**config.mk**
```make
export PLATFORM = sky130hd
export DESIGN_NAME = peu_ctrl
export DESIGN_NICKNAME = d
export VERILOG_FILES = /design/src/sv/peu_pkg.sv /design/src/sv/peu_ctrl.sv
export VERILOG_INCLUDE_DIRS = /design/src /design/src/sv
export SDC_FILE = /design/constraint.sdc
export NUM_CORES = 1
export LEC_CHECK = 0
export ABC_CLOCK_PERIOD_IN_PS = 4220
export CAP_MARGIN = 20
export CORE_MARGIN = 4
export CORE_UTILIZATION = 65
export CTS_BUF_LIST = sky130_fd_sc_hd__clkbuf_4
export DETAILED_ROUTE_END_ITERATION = 8
export DONT_BUFFER_PORTS = 1
export GPL_TIMING_DRIVEN = 0
export PLACE_DENSITY = 0.81
export SYNTH_ARGS = -nofsm -noshare
export SYNTH_HDL_FRONTEND = slang
export SYNTH_SLANG_ARGS = --single-unit
```
**constraint.sdc**
```tcl
create_clock -name i_clk -period 4.22 [get_ports i_clk]
set_clock_uncertainty 0.1 [all_clocks]
set_input_delay 0.844 -clock i_clk [delete_from_list [all_inputs] [get_ports i_clk]]
set_output_delay 0.844 -clock i_clk [all_outputs]
set_load 0.02 [all_outputs]
```
**src/sv/plane_equation_unit_assert.svh**
```systemverilog
// Assertion macros shared by the plane equation unit. Each macro expects
// i_clk and i_rst_n in the scope where it is used.
`ifndef PLANE_EQUATION_UNIT_ASSERT_SVH
`define PLANE_EQUATION_UNIT_ASSERT_SVH

// Consequent must hold in the same cycle as the antecedent.
`define PEU_ASSERT_NOW(lbl, ante, cons, msg) \
    lbl: assert property (@(posedge i_clk) disable iff (!i_rst_n) (ante) |-> (cons)) \
        else $error(msg);

// Consequent must hold in the cycle after the antecedent.
`define PEU_ASSERT_NEXT(lbl, ante, cons, msg) \
    lbl: assert property (@(posedge i_clk) disable iff (!i_rst_n) (ante) |=> (cons)) \
        else $error(msg);

`endif

```
**src/sv/peu_pkg.sv**
```systemverilog
`default_nettype none

package peu_pkg;

    // Fixed field widths.
    localparam int IN_W   = 32;  // coordinate port width
    localparam int CRD_W  = 33;  // extracted coordinate, signed
    localparam int DIF_W  = 34;  // point difference, signed
    localparam int VEC_W  = 69;  // raw cross product component, signed
    localparam int W_W    = 32;  // scaled magnitude fed to square and divide
    localparam int OPD_W  = 35;  // signed multiplier operand
    localparam int MAG_W  = 34;  // multiplier operand magnitude
    localparam int HALF_W = 17;  // multiplier slice of operand B
    localparam int ACC_W  = 70;  // accumulator
    localparam int SQ_W   = 64;  // square root working width
    localparam int NRM_W  = 32;  // normal component
    localparam int OUT_W  = 34;  // offset and distance
    localparam int CNT_W  = 5;   // iteration counter
    localparam int SQ_STEPS = 32;
    localparam int NSH    = 8;   // coarse normalizing shift

    // Product phases: operand load, low slice, high slice.
    localparam logic [1:0] PH_LOAD = 2'd0;
    localparam logic [1:0] PH_LO   = 2'd1;
    localparam logic [1:0] PH_HI   = 2'd2;

    typedef enum logic [1:0] {
        ACT_POINT_NORMAL = 2'd0,
        ACT_THREE_POINTS = 2'd1,
        ACT_EVAL         = 2'd2,
        ACT_IGNORED      = 2'd3
    } t_action;

    typedef enum logic [3:0] {
        S_IDLE,
        S_CROSS,
        S_ABS,
        S_NORM,
        S_SQ,
        S_SQRT_INIT,
        S_SQRT,
        S_DIV_INIT,
        S_DIV,
        S_NSET,
        S_DOT,
        S_TRUNC,
        S_FIN,
        S_OUT
    } t_state;

    // Multiplier operand pairs.
    typedef enum logic [3:0] {
        M_NONE,
        M_E1F2,
        M_E2F1,
        M_E2F0,
        M_E0F2,
        M_E0F1,
        M_E1F0,
        M_W0,
        M_W1,
        M_W2,
        M_AN0,
        M_AN1,
        M_AN2
    } t_msel;

    typedef struct packed {
        logic       load;
        logic       mac_load;
        logic       mac_lo;
        logic       mac_hi;
        logic       mac_clear;
        t_msel      sel;
        logic       store_v;
        logic [1:0] v_idx;
        logic       abs_en;
        logic       norm_step;
        logic       sq_init;
        logic       sq_step;
        logic       div_init;
        logic       div_step;
        logic       nset;
        logic       trunc;
        logic       fin;
        logic       eval;
        logic       set_degen;
        logic       out_load;
    } t_cmd;

    typedef struct packed {
        logic vec_zero;
        logic vec_ready;
    } t_stat;

endpackage

`default_nettype wire

```
**src/sv/peu_ctrl.sv**
```systemverilog
`default_nettype none

`include "plane_equation_unit_assert.svh"

module peu_ctrl import peu_pkg::*; #(
    parameter int NORMAL_FRAC_BITS = 30
) (
    input  wire logic       i_clk,
    input  wire logic       i_rst_n,
    input  wire logic       i_valid,
    input  wire logic [1:0] i_action,
    output logic            o_ready,
    output logic            o_valid,
    input  wire logic       i_ready,
    input  wire t_stat      i_stat,
    output t_cmd            o_cmd
);

    t_state     r_state, n_state;
    t_action    r_act, n_act;
    logic [2:0] r_prod, n_prod;
    logic [1:0] r_ph, n_ph;
    logic [CNT_W-1:0] r_cnt, n_cnt;
    logic       r_ovalid, n_ovalid;
    logic       prod_last3;
    logic       prod_last6;
    logic       slot_free;

    assign prod_last3 = (r_prod == 3'd2) && (r_ph == PH_HI);
    assign prod_last6 = (r_prod == 3'd5) && (r_ph == PH_HI);
    assign slot_free  = !r_ovalid || i_ready;

    always_comb begin
        n_state = r_state;
        case (r_state)
            S_IDLE: begin
                if (i_valid) begin
                    case (t_action'(i_action))
                        ACT_POINT_NORMAL: n_state = S_ABS;
                        ACT_THREE_POINTS: n_state = S_CROSS;
                        ACT_EVAL:         n_state = S_DOT;
                        default:          n_state = S_OUT;
                    endcase
                end
            end
            S_CROSS: if (prod_last6) n_state = S_ABS;
            S_ABS: n_state = S_NORM;
            S_NORM: begin
                if (i_stat.vec_zero) begin
                    n_state = S_OUT;
                end else if (i_stat.vec_ready) begin
                    n_state = S_SQ;
                end
            end
            S_SQ: if (prod_last3) n_state = S_SQRT_INIT;
            S_SQRT_INIT: n_state = S_SQRT;
            S_SQRT: if (r_cnt == CNT_W'(SQ_STEPS - 1)) n_state = S_DIV_INIT;
            S_DIV_INIT: n_state = S_DIV;
            S_DIV: if (r_cnt == CNT_W'(NORMAL_FRAC_BITS - 1)) n_state = S_NSET;
            S_NSET: n_state = S_DOT;
            S_DOT: if (prod_last3) n_state = S_TRUNC;
            S_TRUNC: n_state = S_FIN;
            S_FIN: n_state = S_OUT;
            S_OUT: if (slot_free) n_state = S_IDLE;
            default: n_state = S_IDLE;
        endcase
    end

    always_comb begin
        o_cmd      = '0;
        o_cmd.eval = (r_act == ACT_EVAL);
        case (r_state)
            S_IDLE: o_cmd.load = i_valid;
            S_CROSS: begin
                o_cmd.mac_load  = (r_ph == PH_LOAD);
                o_cmd.mac_lo    = (r_ph == PH_LO);
                o_cmd.mac_hi    = (r_ph == PH_HI);
                o_cmd.mac_clear = (r_ph == PH_LO) && !r_prod[0];
                o_cmd.store_v   = (r_ph == PH_HI) && r_prod[0];
                o_cmd.v_idx     = r_prod[2:1];
                case (r_prod)
                    3'd0:    o_cmd.sel = M_E1F2;
                    3'd1:    o_cmd.sel = M_E2F1;
                    3'd2:    o_cmd.sel = M_E2F0;
                    3'd3:    o_cmd.sel = M_E0F2;
                    3'd4:    o_cmd.sel = M_E0F1;
                    3'd5:    o_cmd.sel = M_E1F0;
                    default: o_cmd.sel = M_NONE;
                endcase
            end
            S_ABS: o_cmd.abs_en = 1'b1;
            S_NORM: begin
                o_cmd.norm_step = !i_stat.vec_zero && !i_stat.vec_ready;
                o_cmd.set_degen = i_stat.vec_zero;
            end
            S_SQ, S_DOT: begin
                o_cmd.mac_load  = (r_ph == PH_LOAD);
                o_cmd.mac_lo    = (r_ph == PH_LO);
                o_cmd.mac_hi    = (r_ph == PH_HI);
                o_cmd.mac_clear = (r_ph == PH_LO) && (r_prod == 3'd0);
                case (r_prod)
                    3'd0:    o_cmd.sel = (r_state == S_SQ) ? M_W0 : M_AN0;
                    3'd1:    o_cmd.sel = (r_state == S_SQ) ? M_W1 : M_AN1;
                    3'd2:    o_cmd.sel = (r_state == S_SQ) ? M_W2 : M_AN2;
                    default: o_cmd.sel = M_NONE;
                endcase
            end
            S_SQRT_INIT: o_cmd.sq_init  = 1'b1;
            S_SQRT:      o_cmd.sq_step  = 1'b1;
            S_DIV_INIT:  o_cmd.div_init = 1'b1;
            S_DIV:       o_cmd.div_step = 1'b1;
            S_NSET:      o_cmd.nset     = 1'b1;
            S_TRUNC:     o_cmd.trunc    = 1'b1;
            S_FIN:       o_cmd.fin      = 1'b1;
            S_OUT:       o_cmd.out_load = slot_free;
            default: ;
        endcase
    end

    always_comb begin
        n_act    = r_act;
        n_prod   = r_prod;
        n_ph     = r_ph;
        n_cnt    = r_cnt;
        n_ovalid = r_ovalid;
        if ((r_state == S_IDLE) && i_valid) begin
            n_act = t_action'(i_action);
        end
        if (n_state != r_state) begin
            n_prod = '0;
            n_ph   = PH_LOAD;
            n_cnt  = '0;
        end else begin
            if (r_ph == PH_HI) begin
                n_ph   = PH_LOAD;
                n_prod = r_prod + 3'd1;
            end else begin
                n_ph = r_ph + 2'd1;
            end
            n_cnt = r_cnt + CNT_W'(1);
        end
        if (o_cmd.out_load) begin
            n_ovalid = 1'b1;
        end else if (i_ready) begin
            n_ovalid = 1'b0;
        end
    end

    always_ff @(posedge i_clk) begin
        if (!i_rst_n) begin
            r_state  <= S_IDLE;
            r_act    <= ACT_POINT_NORMAL;
            r_prod   <= '0;
            r_ph     <= PH_LOAD;
            r_cnt    <= '0;
            r_ovalid <= 1'b0;
        end else begin
            r_state  <= n_state;
            r_act    <= n_act;
            r_prod   <= n_prod;
            r_ph     <= n_ph;
            r_cnt    <= n_cnt;
            r_ovalid <= n_ovalid;
        end
    end

    assign o_ready = (r_state == S_IDLE);
    assign o_valid = r_ovalid;

    `PEU_ASSERT_NOW(a_out_slot_free, o_cmd.out_load, (!r_ovalid || i_ready), "result overwritten before transfer")
    `PEU_ASSERT_NEXT(a_accept_leaves_idle, (r_state == S_IDLE) && i_valid, r_state != S_IDLE, "accepted item not started")
    `PEU_ASSERT_NOW(a_div_count, r_state == S_DIV, r_cnt < CNT_W'(NORMAL_FRAC_BITS), "divide ran past its quotient length")

endmodule

`default_nettype wire

```
### Yosys cells after proc, flatten, opt, wreduce, memory -nomap -nowiden

Index checks and enable logic that the tools add are counted.

| storage, ports and cells | value |
|---|---|
| flip-flop bits (word level) | 17 |
| output and inout port bits | 26 |
| word-level logic and storage cells | 88 |

| cells by class | value |
|---|---|
| $add $sub $neg | 3 |
| eq/ne operators | 26 |
| mux-type cells | 32 |
| bitwise logic cells | 1 |
| reductions and logical operators | 20 |

Operators by type and width:

| kind | count |
|---|---|
| $pmux 4 s14 | 1 |
| $mux 4 | 10 |
| $eq 4x4->1 const B | 6 |
| $pmux 4 s3 | 2 |
| $pmux 3 s6 | 1 |
| $eq 4x3->1 const B | 4 |
| $pmux 8 s2 | 1 |
| $mux 1 | 14 |
| $eq 5x5->1 const B | 2 |
| $eq 4x2->1 const B | 2 |
| $logic_and 1x1->1 | 7 |
| $eq 2x2->1 const B | 3 |
| $eq 3x2->1 const B | 2 |
| $eq 3x3->1 const B | 2 |
| $mux 3 | 2 |
| $add 5x1->5 const B | 1 |
| $eq 2x1->1 const B | 2 |
| $eq 4x1->1 const B | 1 |
| $logic_not 1->1 | 4 |
| $logic_not 2->1 | 2 |
| $logic_not 4->1 | 1 |
| $ne 4x4->1 | 1 |
| $reduce_or 2->1 | 2 |
| $add 3x1->3 const B | 1 |
| other kinds (8) | 8 |

### Longest topological paths before layout

Gate-level depths: netlist of the first run.

| logic depth | value |
|---|---|
| depth after elaboration | 6 |
| depth in mapped cells | 8 |
| mapped depth without buffers | 7 |

### Worst setup path before layout of the first run

Ideal clock, no wire load.

| timing | value |
|---|---|
| path kind | reg2out |
| start | register r_state[2] |
| end | output o_cmd[17] (netlist bit) |
| arrival time | 1.839 ns |
| required time | 3.276 ns |
| path slack | 1.437 ns |
| stages on the path, launching flop included | 9 |
| buffers on the path | 3 |
| cell sequence | dfxtp_1 buf_6 or2_1 buf_2 or2_2 clkbuf_1 nor2_1 o21ai_0 o221ai_1 |

RTL lines:

| item | line | text |
|---|---|---|
| from (decl) | peu_ctrl.sv:19 | `t_state r_state, n_state;` |
| from (signal assigned) | peu_ctrl.sv:158 | `r_state <= n_state;` |
| to (decl) | peu_ctrl.sv:16 | `output t_cmd o_cmd` |

==> impl_metrics.toml, run 1 <==
[power]
ir_worst_vdd_mv = 0.368
p_leak_nw = 0.553
powerDensity_mw_per_mm2 = 435

[logic_synthesis]
synth.area.top_cells = "dfxtp_1 24%, ha_1 9.8%, a21oi_2 6.2%, nand2_1 4.3%, nor2_1 4.0%"
synth_common_cells = "17 x dfxtp_1, 16 x nand2_1, 15 x nor2_1"
yosysWarnings = 0
netlist_area_mm2 = 0.00141
syn_nets = 199
ys_ff_latch = 17
synth_edf_count = 0
synth_cells = 180
syn_area_per_cell_um2 = 7.83
synth_flop_cell = "dfxtp_1"
yosys.cell_types.count = 51
synth_top_area_share_pct = 24.2
async_flop_share_pct = 0
synthMostInstantiatedCell = "dfxtp_1"
netlist.top_cell.by_area = "dfxtp_1"
yosysSeqAreaShare_pct = 24.2

[worst_setup_path]
critPathKind = "reg2out"
rrSetupSlack_ns = 1.78
required_ns = 3.28
crit_cells = 8
cp-startpoint = "r_state[2]"
cp_slowest_cell = "nor2_1"
crit_family = "simple AND/OR/NAND/NOR gates"
cp_slowest_stage_delay_ns = 0.42
crit_path_max_fanout = 9
r2r-end = "r_cnt[2]"
cp.arrival_ns = 2.38
rr_startpoint = "r_state[1]"
start_kind = "flip-flop"
reg2regPathDepth = 7
path_buf_inv = 3
crit_chain = "buf_6, or2_1, buf_2, or2_2, clkbuf_1, nor2_1, o21ai_0, o221ai_1"
critPathCaptureType = "output pin"

[detailed_routing]
antenna_left = 0
firstDrtPassIters = 4
drtIter0Drc = 58
wire_per_inst_um = 16.4
viasPerCell = 6.38
dr_total_vias = 1347
totalWireLength_um = 3470
drc_errors = 0

[placement]
place_congestion = 0.937
post-place-ws_ns = 1.26
port-buffer-count = 0
post-dp-hpwl_um = 2560

[die]
start_util_pct = 70.4
core_area_mm2 = 0.00200
io_pins = 34
die_h_um = 54.6
num_rows = 16
fp.dieArea_mm2 = 0.00298
die_x_um = 54.6

[sta]
tns_ns = 0
min_period_ns = 3.32
fin_ws_ns = 0.898
fin_crit_sh_pct = 78.7
slew_headroom_pct = 26.9
hold_viol = 0
slew_viol_final = 0
finalSetupViolations = 0
worstMarginPinSlew_ns = 1.09
max_freq_ghz = 0.301
rsz0062_at_grt = "no"

[clock_network]
cts_hold_buf = 0
cts_tree = "built"
cts_buffer_depth = 2
cts_buffers = 3
cts_resized = 0
path_clk_slew_ns = 0.10
insertion_delay_ns = 0.30
cts_root_buffer = "clkbuf_4"
htree_levels = 1
cts_setup_buffers = 0
clock_sinks = 17

[layout]
fin_nets = 204
drive_above_1_share_pct = 14.7
ff_latch_area_um2 = 340
final_core_util_pct = 73.6
final.fill_count = 177
area_growth_pct = 4.53
multi_input_area_um2 = 942
antenna-diode-count = 0

[worst_hold_path]
min_from = "r_act[1]"
holdCritPathClass = "reg2reg"
hold_depth = 2
hold_path_end = "r_act[1]"

[global_route]
grt_pass1_vias = 1169
grt_max_degree = 11
antenna_found_initial = 0
grt.total_usage_pct = 25.5
grt_remaining_overflow = 0
grt_pass1_wl_um = 5530

[outcome]
status = "finished clean"

[run]
maxCapViolCount = 0
==> layout make-up <==
| class | count | share of cell area (%) |
|---|---|---|
| clock buffer | 4 | 2.04 |
| inverter | 10 | 2.55 |
| multi-input combinational | 138 | 64.0 |
| sequential | 17 | 23.1 |
| buffer | 15 | 6.03 |
| tap | 27 | 2.29 |
==> layer usage <==
layer  wire [um]  GRT usage, %  up-vias  share of wire, %
li1            -             -      651                 -
met1        1550          34.0      638                45
met5           0             0        -                 0
met2        1640          41.8       53                47
met3         251          4.09        5               7.2
met4          36          7.88        0               1.0
==> worst max path at each step <==
| stage | to | slack, ns |
|---|---|---|
| 6_report | o_cmd[17] | 0.90 |
| 5_1_grt | o_cmd[17] | 0.81 |
| 4_1_cts | o_cmd[17] | 0.91 |
| 3_5_place_dp | o_cmd[17] | 1.26 |
| 3_3_place_gp | o_cmd[17] | 1.32 |
| 2_1_floorplan | o_cmd[17] | 1.44 |
==> registers in the layout, summed over array words and instances, names as in the netlist <==
signal,flops
o_valid,1
r_cnt,5
r_state,4
r_prod,3
r_act,2
r_ph,2
==> cell families after synthesis <==
logic type	share of synthesized area (%)
DFF	24.2
muxes	0.711
buffers and inverters	8.97
AOI/OAI and AO/OA	25.0
and+or+nand+nor	29.6
xor gates and xnor gates	1.87
adders and majority gates	9.77
==> worst min-delay path: stages (launching register included) <==
cell and delay (ns):
dfxtp_1 0.32, nand2_1 0.05, a21boi_0 0.08
==> power by group <==
group	total [W]	internal, W	switching, W	leakage, nW
logic	0.000342	0.000117	0.000225	0.396
clock network	0.0000957	0.0000433	0.0000524	0.0184
registers	0.000203	0.000183	0.0000201	0.138
total	0.000641	0.000343	0.000298	0.553
==> through the flow <==
| step | cell area, um2 | hold slack (ns) | power, W | std cells |
|---|---|---|---|---|
| 3_3_place_gp | 1440 | 0.349 | 0.000532 | 207 |
| 5_1_grt | 1470 | 0.448 | 0.000687 | 211 |
| 2_1_floorplan | 1410 | 0.339 | 0.000483 | 180 |
| 3_5_place_dp | 1440 | 0.399 | 0.000544 | 207 |
| 6_report | 1470 | 0.402 | 0.000641 | 211 |
| 4_1_cts | 1470 | 0.413 | 0.000639 | 211 |
==> cells in the final DEF, fill, tap and decap left out, drive strengths merged, types with 3 or more instances in the layout <==
| cell | count |
|---|---|
| o21ai | 6 |
| nor4 | 3 |
| and2 | 4 |
| ha | 11 |
| o32ai | 3 |
| dfxtp | 17 |
| buf | 7 |
| nor2b | 5 |
| nand2 | 16 |
| a31oi | 5 |
| inv | 10 |
| and3 | 3 |
| nor3 | 6 |
| nand2b | 6 |
| clkbuf | 12 |
| nor3b | 4 |
| nor2 | 15 |
| nand3b | 3 |
| a21oi | 14 |
Note: power is estimated with default switching activity, not from simulation.
==> run 2: changes to the inputs <==
--- a/config.mk
+++ b/config.mk
@@ -6,15 +6,15 @@
 export SDC_FILE = /design/constraint.sdc
 export NUM_CORES = 1
 export LEC_CHECK = 0
-export ABC_CLOCK_PERIOD_IN_PS = 4220
+export ABC_CLOCK_PERIOD_IN_PS = 2700
 export CAP_MARGIN = 20
 export CORE_MARGIN = 4
-export CORE_UTILIZATION = 65
+export CORE_UTILIZATION = 59
 export CTS_BUF_LIST = sky130_fd_sc_hd__clkbuf_4
 export DETAILED_ROUTE_END_ITERATION = 8
 export DONT_BUFFER_PORTS = 1
 export GPL_TIMING_DRIVEN = 0
-export PLACE_DENSITY = 0.81
+export PLACE_DENSITY = 0.78
 export SYNTH_ARGS = -nofsm -noshare
 export SYNTH_HDL_FRONTEND = slang
 export SYNTH_SLANG_ARGS = --single-unit
==> constraint.sdc (replaced) <==
create_clock -name i_clk -period 2.7 [get_ports i_clk]
set_clock_uncertainty 0.1 [all_clocks]
set_input_delay 0.54 -clock i_clk [delete_from_list [all_inputs] [get_ports i_clk]]
set_output_delay 0.54 -clock i_clk [all_outputs]
set_load 0.02 [all_outputs]
==> run 2 against run 1 <==
Net effect: cell count is the same; count of clock-buffer cells in the layout unchanged; design area increased by 2.5%; largest cell class unchanged; die area rose by 8.6%; sequential power rose by 57%; core utilization fell by 5.9 points.
==> impl_metrics.toml, run 2 (synthesis results as in run 1) <==
[sta]
slew_viol_final = 0
fin_crit_sh_pct = 96.9
tns_ns = 0
worstMarginPinSlew_ns = 0.895
max_freq_ghz = 0.382
min_period_ns = 2.62
rsz0062_at_grt = "no"
hold_viol = 0
finalSetupViolations = 0
fin_hold_ws_ns = 0.274
slew_headroom_pct = 39.8

[worst_setup_path]
reg2regPathDepth = 6
cp_slowest_cell = "or2_2"
crit_chain = "buf_6, or2_1, buf_2, or2_2, nor2_4, o21ai_0, o221ai_2"
r2r-end = "r_cnt[0]"
rrSetupSlack_ns = 0.35
required_ns = 2.06
rr_startpoint = "r_state[3]"
critPathCaptureType = "output pin"
cp_slowest_stage_delay_ns = 0.39
crit_path_max_fanout = 9
critPathKind = "reg2out"
start_kind = "flip-flop"
cp.arrival_ns = 1.98

[die]
die_h_um = 56.9
start_util_pct = 63.1
io_pins = 34
die_x_um = 56.9
num_rows = 17
fp.dieArea_mm2 = 0.00323
core_area_mm2 = 0.00223

[detailed_routing]
antenna_left = 0
dr_total_vias = 1337
viasPerCell = 6.34
wire_per_inst_um = 15.6
drc_errors = 0
firstDrtPassIters = 4
drtIter0Drc = 77
totalWireLength_um = 3300

[worst_hold_path]
hold_path_end = "r_state[0]"
hold_depth = 1
holdCritPathClass = "in2reg"
min_from = "i_rst_n"

[global_route]
grt_pass1_vias = 1249
grt_pass1_wl_um = 5710
grt_remaining_overflow = 0
grt.total_usage_pct = 21.5
antenna_found_initial = 0
grt_max_degree = 11

[clock_network]
clock_sinks = 17
insertion_delay_ns = 0.28
cts_buffers = 3
htree_levels = 1
cts_setup_buffers = 0
cts_hold_buf = 0
cts_buffer_depth = 2
path_clk_slew_ns = 0.09
cts_root_buffer = "clkbuf_4"
cts_tree = "built"

[layout]
antenna-diode-count = 0
multi_input_area_um2 = 981
area_growth_pct = 7.19
largest_reg_flops = 5
fin_nets = 203
final_core_util_pct = 67.6
final_common_cell = "dfxtp_1"
final.fill_count = 206
layout_common_cells = "17 x dfxtp_1, 16 x nand2_1, 14 x nor2_1, 11 x ha_1"
ff_latch_area_um2 = 340
finalInstanceArea_mm2 = 0.00151
drive_above_1_share_pct = 18.6
top_register = "r_cnt"
reg.largest.list = "r_cnt x5, r_state x4, r_prod x3"
stdcell_count = 211

[run]
maxCapViolCount = 0

[power]
p_leak_nw = 0.565
ir_worst_vdd_mv = 0.494
powerDensity_mw_per_mm2 = 663

[placement]
dp.cells = 208
place_area_mm2 = 0.00144
port-buffer-count = 0
place_congestion = 0.847
post-dp-hpwl_um = 2470

[outcome]
status = "finished clean"
run 2: cell count changes in the layout (fill, tap and decap cells not counted), sizes merged:
cell | before | now
clkbuf | 12 | 11
run 2: cell type report:
cell class / instances / area share [%]
multi-input combinational: 138 / 65.0
clock buffer: 4 / 1.99
buffer: 14 / 5.72
tap: 28 / 2.32
inverter: 10 / 2.49
sequential: 17 / 22.5
run 2: critical path, delay by kind of cell (launching register included):
family / cells / cell delay (ns)
compound gates: 2 / 0.27
buf+inv: 2 / 0.29
flops: 1 / 0.32
simple gates: 3 / 0.82
run 2: power breakdown:
part           switching (W)  total [W]  internal (W)  leakage (nW)
logic               0.000352   0.000542      0.000190         0.408
clock network      0.0000741   0.000141     0.0000674        0.0184
registers          0.0000319   0.000318      0.000286         0.138
total               0.000458    0.00100      0.000544         0.565
run 2: how the worst max path moves through the flow:
stage          startpoint   endpoint  slack, ns  cells after the start
2_1_floorplan  r_state[2]  o_cmd[17]       0.22                      8
3_3_place_gp   r_state[2]  o_cmd[17]       0.09                      8
3_5_place_dp   r_state[2]  o_cmd[17]       0.09                      8
4_1_cts        r_state[1]  o_cmd[15]      -0.11                      6
5_1_grt        r_state[2]  o_cmd[17]      0.006                      7
6_report       r_state[2]  o_cmd[17]       0.08                      7
run 2: per-stage QoR:
stage	total power, W	setup WS, ns
2_1_floorplan	0.000754	0.221
3_3_place_gp	0.000831	0.0867
3_5_place_dp	0.000847	0.0850
4_1_cts	0.000992	-0.115
5_1_grt	0.00108	0.00604
6_report	0.00100	0.0836
run 2: per-layer routing:
layer | wire, um | vias up | GRT usage [%] | part of all wire (%)
met5 | 0 | - | 0 | 0
met4 | 17 | 0 | 5.30 | 0.51
met3 | 226 | 4 | 5.29 | 6.8
met2 | 1640 | 44 | 37.1 | 50
met1 | 1420 | 632 | 26.7 | 43
li1 | - | 657 | - | -
run 2: repair_timing:
| action | CTS | global route |
|---|---|---|
| gates resized for setup | 3 | 6 |
| pin swaps | 0 | 2 |
| endpoints found under the setup margin | 3 | 6 |
